--- src/rtl/range_chmax_value_histogram_macros.svh ---
// Assertion helpers for the file that checks its own logic.
// Each helper samples on clk and is disabled while rst is high.
`ifndef RANGE_CHMAX_VALUE_HISTOGRAM_MACROS_SVH
`define RANGE_CHMAX_VALUE_HISTOGRAM_MACROS_SVH

// The consequent must hold in the same cycle as the antecedent.
`define RCVH_ASSERT_IMP(label, pre, post) \
  label: assert property (@(posedge clk) disable iff (rst) (pre) |-> (post)) \
    else $error("rcvh same-cycle check failed");

// The consequent must hold in the cycle after the antecedent.
`define RCVH_ASSERT_NXT(label, pre, post) \
  label: assert property (@(posedge clk) disable iff (rst) (pre) |=> (post)) \
    else $error("rcvh next-cycle check failed");

`endif

--- src/rtl/rcvh_pkg.sv ---
package rcvh_pkg;

  // Field and storage widths.
  localparam int LEN_W       = 11;
  localparam int VAL_W       = 12;
  localparam int CNT_W       = 11;
  localparam int FW_W        = 12;
  localparam int STACK_DEPTH = 11;
  localparam int SP_W        = 4;

  // Second minimum of a node that holds a single distinct value.
  localparam logic [VAL_W-1:0] SENTINEL = '1;

  typedef logic [LEN_W-1:0] len_t;
  typedef logic [VAL_W-1:0] val_t;
  typedef logic [FW_W-1:0]  fw_t;

  // One segment tree node. A fresh node has not been touched since the
  // last clear and stands for its reset values.
  typedef struct packed {
    logic             fresh;
    val_t             min_v;
    val_t             sec_v;
    logic [CNT_W-1:0] cnt;
    val_t             lazy;
  } node_t;

  // Saved segment bounds of an ancestor during the tree walk.
  typedef struct packed {
    len_t l;
    len_t r;
  } frame_t;

  // Datapath commands issued by the controller.
  typedef logic [4:0] cmd_t;
  localparam cmd_t C_NOP       = 5'd0;
  localparam cmd_t C_CLEAR     = 5'd1;
  localparam cmd_t C_LOAD      = 5'd2;
  localparam cmd_t C_QRD       = 5'd3;
  localparam cmd_t C_QACC      = 5'd4;
  localparam cmd_t C_OUT       = 5'd5;
  localparam cmd_t C_NRD_X     = 5'd6;
  localparam cmd_t C_EVAL      = 5'd7;
  localparam cmd_t C_FW0       = 5'd8;
  localparam cmd_t C_FW1       = 5'd9;
  localparam cmd_t C_FWRD      = 5'd10;
  localparam cmd_t C_FWWR      = 5'd11;
  localparam cmd_t C_TAG       = 5'd12;
  localparam cmd_t C_PDRD_A    = 5'd13;
  localparam cmd_t C_PDWR_A    = 5'd14;
  localparam cmd_t C_PDRD_B    = 5'd15;
  localparam cmd_t C_PDWR_B    = 5'd16;
  localparam cmd_t C_PDX       = 5'd17;
  localparam cmd_t C_DESC_L    = 5'd18;
  localparam cmd_t C_DESC_R    = 5'd19;
  localparam cmd_t C_RET_RIGHT = 5'd20;
  localparam cmd_t C_RET_POP   = 5'd21;
  localparam cmd_t C_PURD_A    = 5'd22;
  localparam cmd_t C_PULA      = 5'd23;
  localparam cmd_t C_PULB      = 5'd24;
  localparam cmd_t C_PUWR      = 5'd25;

  // Datapath status used by the controller for its decisions.
  typedef struct packed {
    logic clr_last;
    logic q_in_ok;
    logic qpos_last;
    logic out_free;
    logic x_oob;
    logic min_ge_v;
    logic can_tag;
    logic leaf;
    logic lazy_nz;
    logic fpos_ok;
    logic fphase;
    logic ca_oob;
    logic cb_oob;
    logic go_left;
    logic go_right;
    logic sp_zero;
    logic ret_right;
  } status_t;

  // Replace a fresh node by its reset values for a segment of length len.
  function automatic node_t node_expand(node_t rec, len_t len);
    node_t res;
    res = rec;
    if (rec.fresh) begin
      res.fresh = 1'b0;
      res.min_v = '0;
      res.sec_v = SENTINEL;
      res.cnt   = len;
      res.lazy  = '0;
    end
    return res;
  endfunction

  // Apply a max tag to an expanded node.
  function automatic node_t node_tag(node_t rec, val_t t);
    node_t res;
    res = rec;
    res.fresh = 1'b0;
    if (res.min_v < t) begin
      res.min_v = t;
    end
    if (res.lazy < t) begin
      res.lazy = t;
    end
    return res;
  endfunction

endpackage

--- src/rtl/rcvh_ctrl.sv ---
module rcvh_ctrl (
  input  logic                clk,
  input  logic                rst,
  input  logic                cfg_we,
  input  logic                in_valid,
  input  logic                op,
  input  rcvh_pkg::status_t   st,
  output logic                in_ready,
  output rcvh_pkg::cmd_t      cmd
);

  localparam logic [4:0] ST_CLEAR = 5'd0;
  localparam logic [4:0] ST_IDLE  = 5'd1;
  localparam logic [4:0] ST_QRD   = 5'd2;
  localparam logic [4:0] ST_QACC  = 5'd3;
  localparam logic [4:0] ST_QDONE = 5'd4;
  localparam logic [4:0] ST_VISIT = 5'd5;
  localparam logic [4:0] ST_EVAL  = 5'd6;
  localparam logic [4:0] ST_DEC   = 5'd7;
  localparam logic [4:0] ST_FWRD  = 5'd8;
  localparam logic [4:0] ST_FWWR  = 5'd9;
  localparam logic [4:0] ST_TAG   = 5'd10;
  localparam logic [4:0] ST_PDA   = 5'd11;
  localparam logic [4:0] ST_PDAW  = 5'd12;
  localparam logic [4:0] ST_PDB   = 5'd13;
  localparam logic [4:0] ST_PDBW  = 5'd14;
  localparam logic [4:0] ST_PDX   = 5'd15;
  localparam logic [4:0] ST_DESC  = 5'd16;
  localparam logic [4:0] ST_RET   = 5'd17;
  localparam logic [4:0] ST_PU    = 5'd18;
  localparam logic [4:0] ST_PUA   = 5'd19;
  localparam logic [4:0] ST_PUB   = 5'd20;
  localparam logic [4:0] ST_PUW   = 5'd21;

  logic [4:0] state;
  logic [4:0] state_next;

  // Next state and command decode.
  always_comb begin
    state_next = state;
    cmd        = rcvh_pkg::C_NOP;
    in_ready   = 1'b0;
    case (state)
      ST_CLEAR: begin
        cmd = rcvh_pkg::C_CLEAR;
        if (st.clr_last) begin
          state_next = ST_IDLE;
        end
      end
      ST_IDLE: begin
        in_ready = 1'b1;
        if (in_valid) begin
          cmd = rcvh_pkg::C_LOAD;
          if (op) begin
            state_next = st.q_in_ok ? ST_QRD : ST_QDONE;
          end else begin
            state_next = ST_VISIT;
          end
        end
      end
      ST_QRD: begin
        cmd        = rcvh_pkg::C_QRD;
        state_next = ST_QACC;
      end
      ST_QACC: begin
        cmd        = rcvh_pkg::C_QACC;
        state_next = st.qpos_last ? ST_QDONE : ST_QRD;
      end
      ST_QDONE: begin
        if (st.out_free) begin
          cmd        = rcvh_pkg::C_OUT;
          state_next = ST_IDLE;
        end
      end
      ST_VISIT: begin
        if (st.x_oob) begin
          state_next = ST_RET;
        end else begin
          cmd        = rcvh_pkg::C_NRD_X;
          state_next = ST_EVAL;
        end
      end
      ST_EVAL: begin
        cmd        = rcvh_pkg::C_EVAL;
        state_next = ST_DEC;
      end
      ST_DEC: begin
        if (st.min_ge_v) begin
          state_next = ST_RET;
        end else if (st.can_tag) begin
          cmd        = rcvh_pkg::C_FW0;
          state_next = ST_FWRD;
        end else if (st.leaf) begin
          state_next = ST_RET;
        end else if (st.lazy_nz) begin
          state_next = ST_PDA;
        end else begin
          state_next = ST_DESC;
        end
      end
      ST_FWRD: begin
        if (st.fpos_ok) begin
          cmd        = rcvh_pkg::C_FWRD;
          state_next = ST_FWWR;
        end else if (!st.fphase) begin
          cmd        = rcvh_pkg::C_FW1;
          state_next = ST_FWRD;
        end else begin
          state_next = ST_TAG;
        end
      end
      ST_FWWR: begin
        cmd        = rcvh_pkg::C_FWWR;
        state_next = ST_FWRD;
      end
      ST_TAG: begin
        cmd        = rcvh_pkg::C_TAG;
        state_next = ST_RET;
      end
      ST_PDA: begin
        if (st.ca_oob) begin
          state_next = ST_PDB;
        end else begin
          cmd        = rcvh_pkg::C_PDRD_A;
          state_next = ST_PDAW;
        end
      end
      ST_PDAW: begin
        cmd        = rcvh_pkg::C_PDWR_A;
        state_next = ST_PDB;
      end
      ST_PDB: begin
        if (st.cb_oob) begin
          state_next = ST_PDX;
        end else begin
          cmd        = rcvh_pkg::C_PDRD_B;
          state_next = ST_PDBW;
        end
      end
      ST_PDBW: begin
        cmd        = rcvh_pkg::C_PDWR_B;
        state_next = ST_PDX;
      end
      ST_PDX: begin
        cmd        = rcvh_pkg::C_PDX;
        state_next = ST_DESC;
      end
      ST_DESC: begin
        if (st.go_left) begin
          cmd        = rcvh_pkg::C_DESC_L;
          state_next = ST_VISIT;
        end else if (st.go_right) begin
          cmd        = rcvh_pkg::C_DESC_R;
          state_next = ST_VISIT;
        end else begin
          state_next = ST_PU;
        end
      end
      ST_RET: begin
        if (st.sp_zero) begin
          state_next = ST_IDLE;
        end else if (st.ret_right) begin
          cmd        = rcvh_pkg::C_RET_RIGHT;
          state_next = ST_VISIT;
        end else begin
          cmd        = rcvh_pkg::C_RET_POP;
          state_next = ST_PU;
        end
      end
      ST_PU: begin
        if (st.cb_oob) begin
          state_next = ST_RET;
        end else begin
          cmd        = rcvh_pkg::C_PURD_A;
          state_next = ST_PUA;
        end
      end
      ST_PUA: begin
        cmd        = rcvh_pkg::C_PULA;
        state_next = ST_PUB;
      end
      ST_PUB: begin
        cmd        = rcvh_pkg::C_PULB;
        state_next = ST_PUW;
      end
      ST_PUW: begin
        cmd        = rcvh_pkg::C_PUWR;
        state_next = ST_RET;
      end
      default: begin
        state_next = ST_CLEAR;
      end
    endcase
    // A length write restarts the clearing sweep.
    if (cfg_we) begin
      state_next = ST_CLEAR;
    end
  end

  always_ff @(posedge clk) begin
    if (rst) begin
      state <= ST_CLEAR;
    end else begin
      state <= state_next;
    end
  end

endmodule

--- config.mk ---
export PLATFORM = sky130hd
export DESIGN_NAME = rcvh_ctrl
export DESIGN_NICKNAME = d
export VERILOG_FILES = /design/src/rtl/range_chmax_value_histogram_macros.svh /design/src/rtl/rcvh_pkg.sv /design/src/rtl/rcvh_ctrl.sv
export SDC_FILE = /design/constraint.sdc
export NUM_CORES = 1
export LEC_CHECK = 0
export ABC_AREA = 1
export BUFFER_PORTS_ARGS = -buffer_cell sky130_fd_sc_hd__buf_2
export CORE_MARGIN = 2
export CORE_UTILIZATION = 50
export DETAILED_ROUTE_END_ITERATION = 10
export PLACE_DENSITY = 0.79
export SLEW_MARGIN = 20
export SYNTH_ARGS = -nofsm -noshare
export SYNTH_HDL_FRONTEND = slang
export SYNTH_SLANG_ARGS = --single-unit
export TNS_END_PERCENT = 50
--- constraint.sdc ---
create_clock -name clk -period 1.6 [get_ports clk]
set_input_delay 0.32 -clock clk [delete_from_list [all_inputs] [get_ports clk]]
set_output_delay 0.32 -clock clk [all_outputs]
set_load 0.03 [all_outputs]
* Yosys cells after proc, flatten, opt, wreduce, memory -nomap -nowiden
Cells that the tools add are included.
Word-level totals: bits in registers 5
Cells by class: muxes and demuxes 37, equal/unequal tests 24, reductions and logical operators 4
Operators by type and width (number):
- $pmux 5 s22 | 1
- $pmux 5 s21 | 1
- $mux 5 | 16
- $eq 5x4->1 const B | 8
- $eq 5x5->1 const B | 6
- $mux 4 | 6
- $eq 5x3->1 const B | 4
- $mux 3 | 5
- $eq 5x2->1 const B | 2
- $mux 2 | 4
- $ne 2x2->1 const B | 3
- $eq 5x1->1 const B | 1
- $logic_not 5->1 | 1
- $mux 1 | 4
- $reduce_or 2->1 | 2
- $reduce_and 3->1 | 1

* Depth between registers and ports, before layout
Gate-level depths: netlist of run 1.
word-level depth 5, mapped depth 10, gate-level depth less buffers 10

* Least setup slack after synthesis of run 1
OpenSTA, ideal clock, no wires.
path kind register to output, start register state[1], end output port cmd[1], cell stages (with the launch flop) 8, path buffers 0, arrival time 1357 ps, data required time 1280 ps, setup slack -77 ps, cell sequence dfxtp_1 > inv_1 > nand2_2 > nor2_4 > nand2_1 > inv_1 > a21oi_1 > nand4_1
Between the ends: longest elaborated chain between the ends 2, elaborated cells on any way between the ends 23, classes of those cells 21 x eq/ne; 1 x mux; 1 x reduce/logical
Ends and longest elaborated chain:
- start, declared | RTL line rcvh_ctrl.sv:35 | logic [4:0] state;
- start signal, assigned | RTL line rcvh_ctrl.sv:204 | state <= state_next;
- $eq 5x5->1, or another cell as far along | RTL line rcvh_ctrl.sv:43 | case (state)
- $pmux 5 s22 * | RTL line rcvh_ctrl.sv:43
- end, declared | RTL line rcvh_ctrl.sv:9 | output rcvh_pkg::cmd_t cmd
Every way passes the cells marked *; elsewhere a longest branch is shown, timed or not.

* Worst setup path in the final report of run 1
start register state[3], end output port cmd[0]
The elaborated chain is that of the path after synthesis.

==> flow_summary.ini, run 1 <==
[grt]
grt_pass1_vias = 1410
grt_max_degree = 8
overflow = 0
antenna_found_initial = 0
grt_pass1_wl_um = 6072
track_usage_pct = 41.08

[timing]
rsz0062_at_grt = true
relSlewSlack_pct = 66.26
fin_crit_sh_pct = 141.9
holdWs_ps = 369.3
fin_skew_ps = 24.94
setup-violations-final = 9
drv_slew = 0
final.min_clock_period_ps = 2270
fmax_mhz = 440.6
worst_pin_slew_ps = 501.5
final-hold-violation-count = 0
setup_ws_ps = -669.7

[layout]
drive_gt1_share_pct = 48.76
fin_cells = 259
synthToLayoutAreaGrowth_pct = 76.82
top_register = state
antennaDiodeCount = 0
nets = 265
largest_register_ffs = 5
largest_registers = state: 5 flops
final_util_pct = 91.56
final_cell_area_um2 = 1546

[synthesis]
synth_edf_count = 0
synth.top_cell.area_share_pct = 17.60
yosys.area.top_type = nand2_1
syn-num-nets = 195
synth_cells = 173
synthTopCellsByArea = nand2_1 18%, nor2_1 14%, inv_1 12%, dfxtp_1 11%, nand3_1 11%
synth_common_cells = 41 x nand2_1, 33 x nor2_1, 27 x inv_1, 19 x nand3_1, 11 x nor3_1
yosysSeqAreaShare_pct = 11.44
ys_ff_latch = 5
avgSynthCellArea_um2 = 5.055
syn_area_um2 = 874.6
synth-async-reset-ratio_pct = 0
synth_flop_cell = dfxtp_1
synth_cell_type_count = 23
synth_most_common_cell = nand2_1
ys_warn_count = 0

[power]
p_leak_uw = 0.0008299
cellPowerDensity_nw_per_um2 = 312.7
max-vdd-ir-drop_mv = 0.2781

[die]
rows = 15
die_h_um = 45.83
start_util_pct = 51.78
core-area_um2 = 1689
die-area_um2 = 2100
num_io_pins = 28
die_w_um = 45.83

[clock_tree]
postCtsHoldBufs = 0
cts_made_buffers = 3
cts-htree-levels = 1
insertion_delay_ps = 270
clk_path_buf_depth = 2
cts-root-buf = clkbuf_4
cts_tree = yes
clock-sinks = 5
clk_pin_slew_ps = 70

[routing]
wl_um = 5701
drt_iter0_markers = 257
avgViaCountPerCell = 6.919
wl_per_cell_um = 22.01
vias = 1792
dr.pass1.iters = 11
post-route-drc-count = 31
antenna_left = 0

[worst_setup_path]
cp.depth = 6
end_kind = output pin
crit_chain = nand2_1 -> buf_4 -> nor2_2 -> nor4_1 -> nand3b_1 -> buf_6
r2r_end = state[0]
cp_max_fo = 5
crit_path_top_delay_cell = nor4_1
crit_type = reg -> out
cp.required_ps = 1280
critical_path_buf_inv_count = 2
cp_top_family = simple AND/OR/NAND/NOR gates
cpPeakStageDelay_ps = 490
ff2ff_path_depth = 11
rr_startpoint = state[1]
cp_data_arrival_time_ps = 1950
critPathLaunchType = flip-flop
rrSetupSlack_ps = -190

[status]
status = complete, but fails checks
violations = DRC, setup timing

[placed_design]
io_buffer_count = 27
dp_slack_ps = -163.0
dpl_cell_area_um2 = 1289
hpwl_um = 2806
dpl.cell_count = 249
gp_congestion = 1.003

[worst_hold_path]
min_to = state[0]
hold_path.class = in -> reg
hp-start = cfg_we
hold_depth = 3

[flow_run]
cap_violations = 0
[power breakdown]
group,switching [µW],internal (µW)
logic,109,75.8
clock network,74.7,95.5
registers,6.75,122
total,190,293
[timing repair]
item | 4_1_cts | 5_1_grt
buffers inserted | 2 | 4
endpoints found under the setup margin | 6 | 9
resized for setup | 24 | 35
pin swaps | 4 | 15
gates cloned | 0 | 0
[cells in the final DEF (no fill, tap or decap), types with 2 or more instances in the layout]
cell	count
buf_4	36
nand2_1	31
nor2_1	28
inv_1	21
buf_2	21
nand3_1	17
nand2_2	9
buf_6	8
nor2_2	7
nor3_1	7
nor2_4	5
nand4_1	5
inv_2	4
nor3_2	4
nand3b_1	4
dfxtp_4	4
nand2_4	3
a21oi_2	3
clkbuf_4	3
inv_4	2
nand3_2	2
a21oi_1	2
o21ai_0	2
[per-stage QoR]
stage	TNS [ps]	power (µW)
2_1_floorplan	0	196.4
3_3_place_gp	-481.5	258.7
3_5_place_dp	-528.4	264.5
4_1_cts	-1315	416.3
5_1_grt	-3564	494.8
6_report	-3055	483.6
[cell families (layout without fill, tap and decap cells)]
logic type	count (synthesis)	in the layout	share of synthesized area, %
and+or+nand+nor	128	128	68.81
DFF	5	5	11.45
buffers and inverters	28	97	12.02
AOI/OAI and AO/OA	12	12	7.725
[area by class of cell]
type                    instances  area [µm²]
repair buffers                 65       465.4
well taps                      17       21.27
fillers                        84       142.6
multi-input cells             140       802.0
inverters                      28       115.1
clock buffers                   4       26.28
flip-flops and latches          5       116.4
[how the worst max path moves through the flow]
| stage | end | slack (ps) | start |
|---|---|---|---|
| after floorplan | cmd[3] | 10 | state[1] |
| after global placement | cmd[3] | -170 | state[2] |
| after detailed placement | cmd[3] | -160 | state[2] |
| after CTS | cmd[0] | -270 | state[0] |
| after global routing | cmd[0] | -860 | state[3] |
| final | cmd[0] | -670 | state[3] |
[per-layer routing]
| layer | vias to the layer above | wire (µm) | global-route usage, % |
|---|---|---|---|
| met5 | - | 0 | 0 |
| met4 | 0 | 642 | 22.29 |
| met3 | 89 | 857 | 9.921 |
| met2 | 220 | 2369 | 72.96 |
| met1 | 775 | 1831 | 44.08 |
| li1 | 708 | - | - |
[worst register-to-register path, delay by kind of cell (launching register included)]
kind | cells | cell delay (ps)
flops | 1 | 390
compound gates | 1 | 140
simple gates | 7 | 830
buf+inv | 3 | 350
Power figures use the tool's default switching activity.
==> run 2: changes to the inputs <==
--- a/config.mk
+++ b/config.mk
@@ -11,6 +11,7 @@
 export CORE_UTILIZATION = 50
 export DETAILED_ROUTE_END_ITERATION = 10
 export PLACE_DENSITY = 0.79
+export REMOVE_ABC_BUFFERS = 1
 export SLEW_MARGIN = 20
 export SYNTH_ARGS = -nofsm -noshare
 export SYNTH_HDL_FRONTEND = slang
==> run 2 against run 1 <==
- the run now fails in global routing
- area after synthesis unchanged
- synthesized cell count unchanged
==> flow_summary.ini, run 2 <==
[die]
start_util_pct = 51.78
die_w_um = 45.83
num_io_pins = 28
die_h_um = 45.83
rows = 15

[synthesis]
yosys.area.top_type = nand2_1
ys_warn_count = 0
syn_area_um2 = 874.6
yosysSeqAreaShare_pct = 11.44
synth_flop_cell = dfxtp_1
avgSynthCellArea_um2 = 5.055
synth_common_cells = 41 x nand2_1, 33 x nor2_1, 27 x inv_1, 19 x nand3_1, 11 x nor3_1
synth_most_common_cell = nand2_1
synthTopCellsByArea = nand2_1 18%, nor2_1 14%, inv_1 12%, dfxtp_1 11%, nand3_1 11%
synth-async-reset-ratio_pct = 0
synth_cells = 173
synth_edf_count = 0
ys_ff_latch = 5
synth.top_cell.area_share_pct = 17.60
synth_cell_type_count = 23

[status]
status = aborted with a tool error
lastStage = global routing
error_message = [ERROR GRT-0232] Routing congestion too high. Check the congestion heatmap in the GUI.

[grt]
grt_max_degree = 8
overflow = 108
track_usage_pct = 78.40

[placed_design]
hpwl_um = 2705
io_buffer_count = 27
gp_congestion = 1.015
dpl_cell_area_um2 = 1249

[clock_tree]
cts-htree-levels = 1
cts-root-buf = clkbuf_4
postCtsHoldBufs = 0
clk_path_buf_depth = 2
cts_made_buffers = 3
clock-sinks = 5

[timing]
worst-ep-kind = top-level output
worst_endpoint = cmd[0]
run 2: cell counts after synthesis:
No cell type changed its count.
run 2: metrics by stage:
| step | util (%) | hold WS [ps] | std cells | TNS (ps) | worst slack, ps |
|---|---|---|---|---|---|
| floorplan | - | 502.7 | 173 | -230.1 | -76.81 |
| global placement | 73.93 | 613.1 | 246 | -500.4 | -165.1 |
| detailed placement | 73.93 | 615.9 | 246 | -559.8 | -153.3 |
| CTS | 89.63 | 361.3 | 254 | -1339 | -251.4 |
run 2: cell families after synthesis:
family | count (synthesis) | synth area share, %
compound gates | 12 | 7.725
flops | 5 | 11.45
simple gates | 128 | 68.81
buf+inv | 28 | 12.02
run 2: per-layer routing:
| layer | track usage, % | GRT overflow |
|---|---|---|
| met5 | 0 | 0 |
| met4 | 103.4 | 35 |
| met3 | 37.70 | 0 |
| met2 | 114.9 | 72 |
| met1 | 68.16 | 1 |
run 2: repair_timing:
item	in CTS
setup endpoints to repair	6
setup buffers	4
cloned	0
gates resized for setup	65
pin swaps	13
==> run 3: changes to the inputs <==
--- a/config.mk
+++ b/config.mk
@@ -7,10 +7,10 @@
 export LEC_CHECK = 0
 export ABC_AREA = 1
 export BUFFER_PORTS_ARGS = -buffer_cell sky130_fd_sc_hd__buf_2
-export CORE_MARGIN = 2
-export CORE_UTILIZATION = 50
+export CORE_AREA = 2 2 63 65
 export DETAILED_ROUTE_END_ITERATION = 10
-export PLACE_DENSITY = 0.79
+export DIE_AREA = 0 0 65 67
+export PLACE_DENSITY_LB_ADDON = 0.15
 export REMOVE_ABC_BUFFERS = 1
 export SLEW_MARGIN = 20
 export SYNTH_ARGS = -nofsm -noshare
==> run 3 against run 2 <==
- the flow now finishes, with violations (setup timing)
==> flow_summary.ini, run 3 (synthesis gave the netlist of run 1 again) <==
[status]
status = complete, but fails checks
violations = setup timing

[timing]
setup-violations-final = 6
final-hold-violation-count = 0
fin_crit_sh_pct = 116.5
drv_slew = 0
fmax_mhz = 536.4
holdWs_ps = 407.7
setup_ws_ps = -264.4
worst_pin_slew_ps = 343.8
fin_skew_ps = 5.715
rsz0062_at_grt = true
final.min_clock_period_ps = 1864
relSlewSlack_pct = 76.90

[grt]
track_usage_pct = 17.23
overflow = 0
grt_pass1_wl_um = 5630
grt_max_degree = 7
antenna_found_initial = 0
grt_pass1_vias = 1229

[worst_setup_path]
cp_data_arrival_time_ps = 1540
rr_startpoint = state[1]
cp.required_ps = 1280
crit_chain = inv_2 -> nand2_4 -> buf_4 -> nor3_1 -> nor4_2 -> nand3b_1 -> buf_6
startpoint = state[1]
cp_max_fo = 5
crit_type = reg -> out
crit_path_top_delay_cell = dfxtp_4
end_kind = output pin
cpPeakStageDelay_ps = 370
critPathLaunchType = flip-flop
rrSetupSlack_ps = 40

[layout]
largest_register_ffs = 5
antennaDiodeCount = 0
largest_registers = state: 5 flops
final_cell_mix = 47 x buf_4, 34 x nand2_1, 29 x nor2_1
drive_gt1_share_pct = 50.20
synthToLayoutAreaGrowth_pct = 90.70
nets = 274
top_register = state
layout_commonest_cell = buf_4

[die]
die_w_um = 65
rows = 22
start_util_pct = 24.25
num_io_pins = 28
die-area_um2 = 4355
die_h_um = 67
core-area_um2 = 3606

[routing]
antenna_left = 0
dr.pass1.iters = 4
avgViaCountPerCell = 4.619
wl_per_cell_um = 11.98
post-route-drc-count = 0
vias = 1381
wl_um = 3583
drt_iter0_markers = 45

[power]
cellPowerDensity_nw_per_um2 = 317.6
p_leak_uw = 0.0008675
max-vdd-ir-drop_mv = 0.3516

[flow_run]
cap_violations = 0

[placed_design]
io_buffer_count = 27
hpwl_um = 2983
dp_slack_ps = -152.6
gp_congestion = 0.9258

[clock_tree]
cts_tree = yes
clk_path_buf_depth = 2
cts-root-buf = clkbuf_8
cts-htree-levels = 1
clk_pin_slew_ps = 40
clock-sinks = 5
cts_made_buffers = 3
insertion_delay_ps = 220

[worst_hold_path]
hold_path.class = in -> reg
hp-start = st[13]
[run 3: path summary, 6_finish.rpt]
path | endpoint | depth (start not counted)
min reg2reg | state[4] | 3
min | state[2] | 4
max | cmd[0] | 7
max reg2reg | state[2] | 9
[run 3: repair_timing]
item	in CTS	in global routing
endpoints found under the hold margin	0	0
buffers inserted	4	6
resized for setup	37	28
hold buffers	0	0
setup endpoints to repair	6	9
pin swaps	8	10
[run 3: through the flow]
stage               cell area [µm²]  util [%]  power, µW  instances  TNS [ps]
floorplan                     874.6         -      198.1        173    -230.1
global placement               1348     37.37      266.1        285    -638.9
detailed placement             1348     37.37      266.4        285    -554.3
CTS                            1526     42.33      515.8        293     -1160
global route                   1668     46.25      569.2        299     -1665
finish                         1668     46.25      529.8        299     -1295
[run 3: critical path: cells and delay by family, from the launching register on]
family	cells	cell delay (ps)
simple gates	4	600
flops	1	370
buf+inv	3	370
[run 3: final cells by class]
class	count	area, µm²
multi-input combinational	140	814.5
tap	48	60.06
clock buffer	4	45.04
fill	409	1938
timing repair buffer	74	525.5
sequential	5	115.1
inverter	28	107.6
[run 3: layer usage]
metal  vias to the layer above  share of wire (%)  track usage (%)
met3                         8                5.0            3.547
met1                       613                 45            22.36
met4                         0                3.0            3.723
li1                        719                  -                -
met2                        41                 47            29.25
met5                         -                  0                0
[run 3: report_power, final]
| group | total [µW] | internal, µW | switching [µW] | leakage (µW) |
|---|---|---|---|---|
| Clock | 236 | 171 | 65.1 | 0.0000228 |
| Combinational | 166 | 77.1 | 89.0 | 0.000801 |
| Sequential | 127 | 122 | 4.94 | 0.0000436 |
| Total | 530 | 371 | 159 | 0.000868 |
==> run 4: changes to the inputs <==
--- a/config.mk
+++ b/config.mk
@@ -10,6 +10,7 @@
 export CORE_AREA = 2 2 63 65
 export DETAILED_ROUTE_END_ITERATION = 10
 export DIE_AREA = 0 0 65 67
+export GPL_TIMING_DRIVEN = 0
 export PLACE_DENSITY_LB_ADDON = 0.15
 export REMOVE_ABC_BUFFERS = 1
 export SLEW_MARGIN = 20
==> constraint.sdc (replaced) <==
create_clock -name clk -period 1.6 [get_ports clk]
set_input_delay 0.08 -clock clk [delete_from_list [all_inputs] [get_ports clk]]
set_output_delay 0.08 -clock clk [all_outputs]
set_load 0.03 [all_outputs]
==> run 4 against run 3 <==
- the run still ends with setup timing left
- clock power shrank 2%
- cell count shrank 10%
- wire length shrank 4.1%
- die area is the same
- core utilization shrank 6.5 points
- worst setup slack gained 230 ps
- power shrank 5.2%
- register-to-register slack gained 40 ps
- non-clock buffer count shrank 32
- sequential share of layout area grew 1.4 points
- clock-buffer cell count is the same
- global-route usage shrank 1.2 points
- critical path type unchanged
- largest power group unchanged
==> flow_summary.ini, run 4 (synthesis gave the netlist of run 1 again) <==
[die]
num_io_pins = 28
rows = 22
die_w_um = 65
die_h_um = 67
start_util_pct = 24.25
core-area_um2 = 3606
die-area_um2 = 4355

[timing]
holdWs_ps = 144.5
drv_slew = 0
final.min_clock_period_ps = 1630
fmax_mhz = 613.7
relSlewSlack_pct = 81.14
setup_ws_ps = -29.50
fin_setup_tns_ps = -55.05
worst_pin_slew_ps = 281.9
fin_crit_sh_pct = 101.8
fin_skew_ps = 1.488
setup-violations-final = 2
rsz0062_at_grt = true
final-hold-violation-count = 0

[worst_setup_path]
rr_startpoint = state[1]
end_kind = output pin
critPathLaunchType = flip-flop
cp_data_arrival_time_ps = 1550
crit_type = reg -> out
startpoint = state[3]
cp.required_ps = 1520
cp_max_fo = 6

[routing]
route.met3.wl_um = 206
drt_iter0_markers = 64
antenna_left = 0
wl_met1_um = 1484
post-route-drc-count = 0
wl_per_cell_um = 12.82
wl_um = 3435
top_layer = met4
vias = 1297
dr.pass1.iters = 4
avgViaCountPerCell = 4.840
route.met2.wl_um = 1707

[layout]
synthToLayoutAreaGrowth_pct = 63.80
fillers = 401
layout_commonest_cell = nand2_1
largest_register_ffs = 5
antennaDiodeCount = 0
final_cell_area_um2 = 1433
largest_registers = state: 5 flops
nets = 243
drive_gt1_share_pct = 40.91
final_cell_mix = 34 x nand2_1, 29 x nor2_1, 22 x buf_2
top_register = state

[clock_tree]
clk_pin_slew_ps = 30
clock-sinks = 5
postCtsHoldBufs = 0
cts-root-buf = clkbuf_8
clk_path_buf_depth = 2
cts-htree-levels = 1
cts_tree = yes
cts_made_buffers = 3
insertion_delay_ps = 220

[grt]
grt_max_degree = 8
track_usage_pct = 16.01
antenna_found_initial = 0
grt_pass1_vias = 1216
grt_pass1_wl_um = 5375
overflow = 0

[status]
violations = setup timing
status = complete, but fails checks

[power]
p_leak_uw = 0.0007202
cellPowerDensity_nw_per_um2 = 350.7
max-vdd-ir-drop_mv = 0.2048

[flow_run]
cap_violations = 0

[placed_design]
hpwl_um = 2536
dpl_cell_area_um2 = 1070
dp_slack_ps = -53.42
gp_congestion = 0.9247
io_buffer_count = 27

[worst_hold_path]
hold_path.class = in -> reg
hp-start = st[13]
-- run 4: critical path, stage by stage, from the launching register on --
cell      delay (ps)
dfxtp_4          360
buf_4            140
nor2_4           170
nand2_1          140
nor2_4           160
nor3_1            80
nand3b_1         130
buf_6            150
-- run 4: what timing repair did --
item,in CTS,in global routing
cloned,1,0
buffers inserted,12,3
pin swaps,10,13
endpoints found under the hold margin,0,0
endpoints found under the setup margin,5,6
gates resized for setup,44,18
-- run 4: final cells by class --
cell class                      instances  area, µm²  share of cell area (%)
Multi-Input combinational cell        141      800.8                   55.90
Tap cell                               48      60.06                   4.192
Timing Repair Buffer                   42      295.3                   20.61
Inverter                               28      112.6                   7.860
Sequential cell                         5      118.9                   8.297
Clock buffer                            4      45.04                   3.144
-- run 4: where the power goes --
part | internal (µW) | switching, µW | total [µW]
clock | 171 | 60.0 | 231
sequential | 121 | 5.51 | 126
combinational | 62.0 | 83.3 | 145
-- run 4: path summary, 6_finish.rpt --
path         slack (ps)  endpoint  depth (start not counted)
min                 140  state[2]                          4
max                 -30    cmd[0]                          7
max reg2reg          80  state[0]                         10
min reg2reg         770  state[4]                          4
-- run 4: through the flow --
step / std cells / power (µW) / utilization [%]
after floorplan: 173 / 198.1 / -
after global placement: 248 / 249.0 / 29.67
after detailed placement: 248 / 247.3 / 29.67
after CTS: 265 / 498.6 / 36.95
after global routing: 268 / 532.6 / 39.73
final: 268 / 502.5 / 39.73
-- run 4: metal layers --
metal / up-vias / global-route usage (%)
li1: 661 / -
met4: 0 / 4.521
met5: - / 0
met3: 6 / 2.365
met2: 42 / 28.99
met1: 588 / 19.50
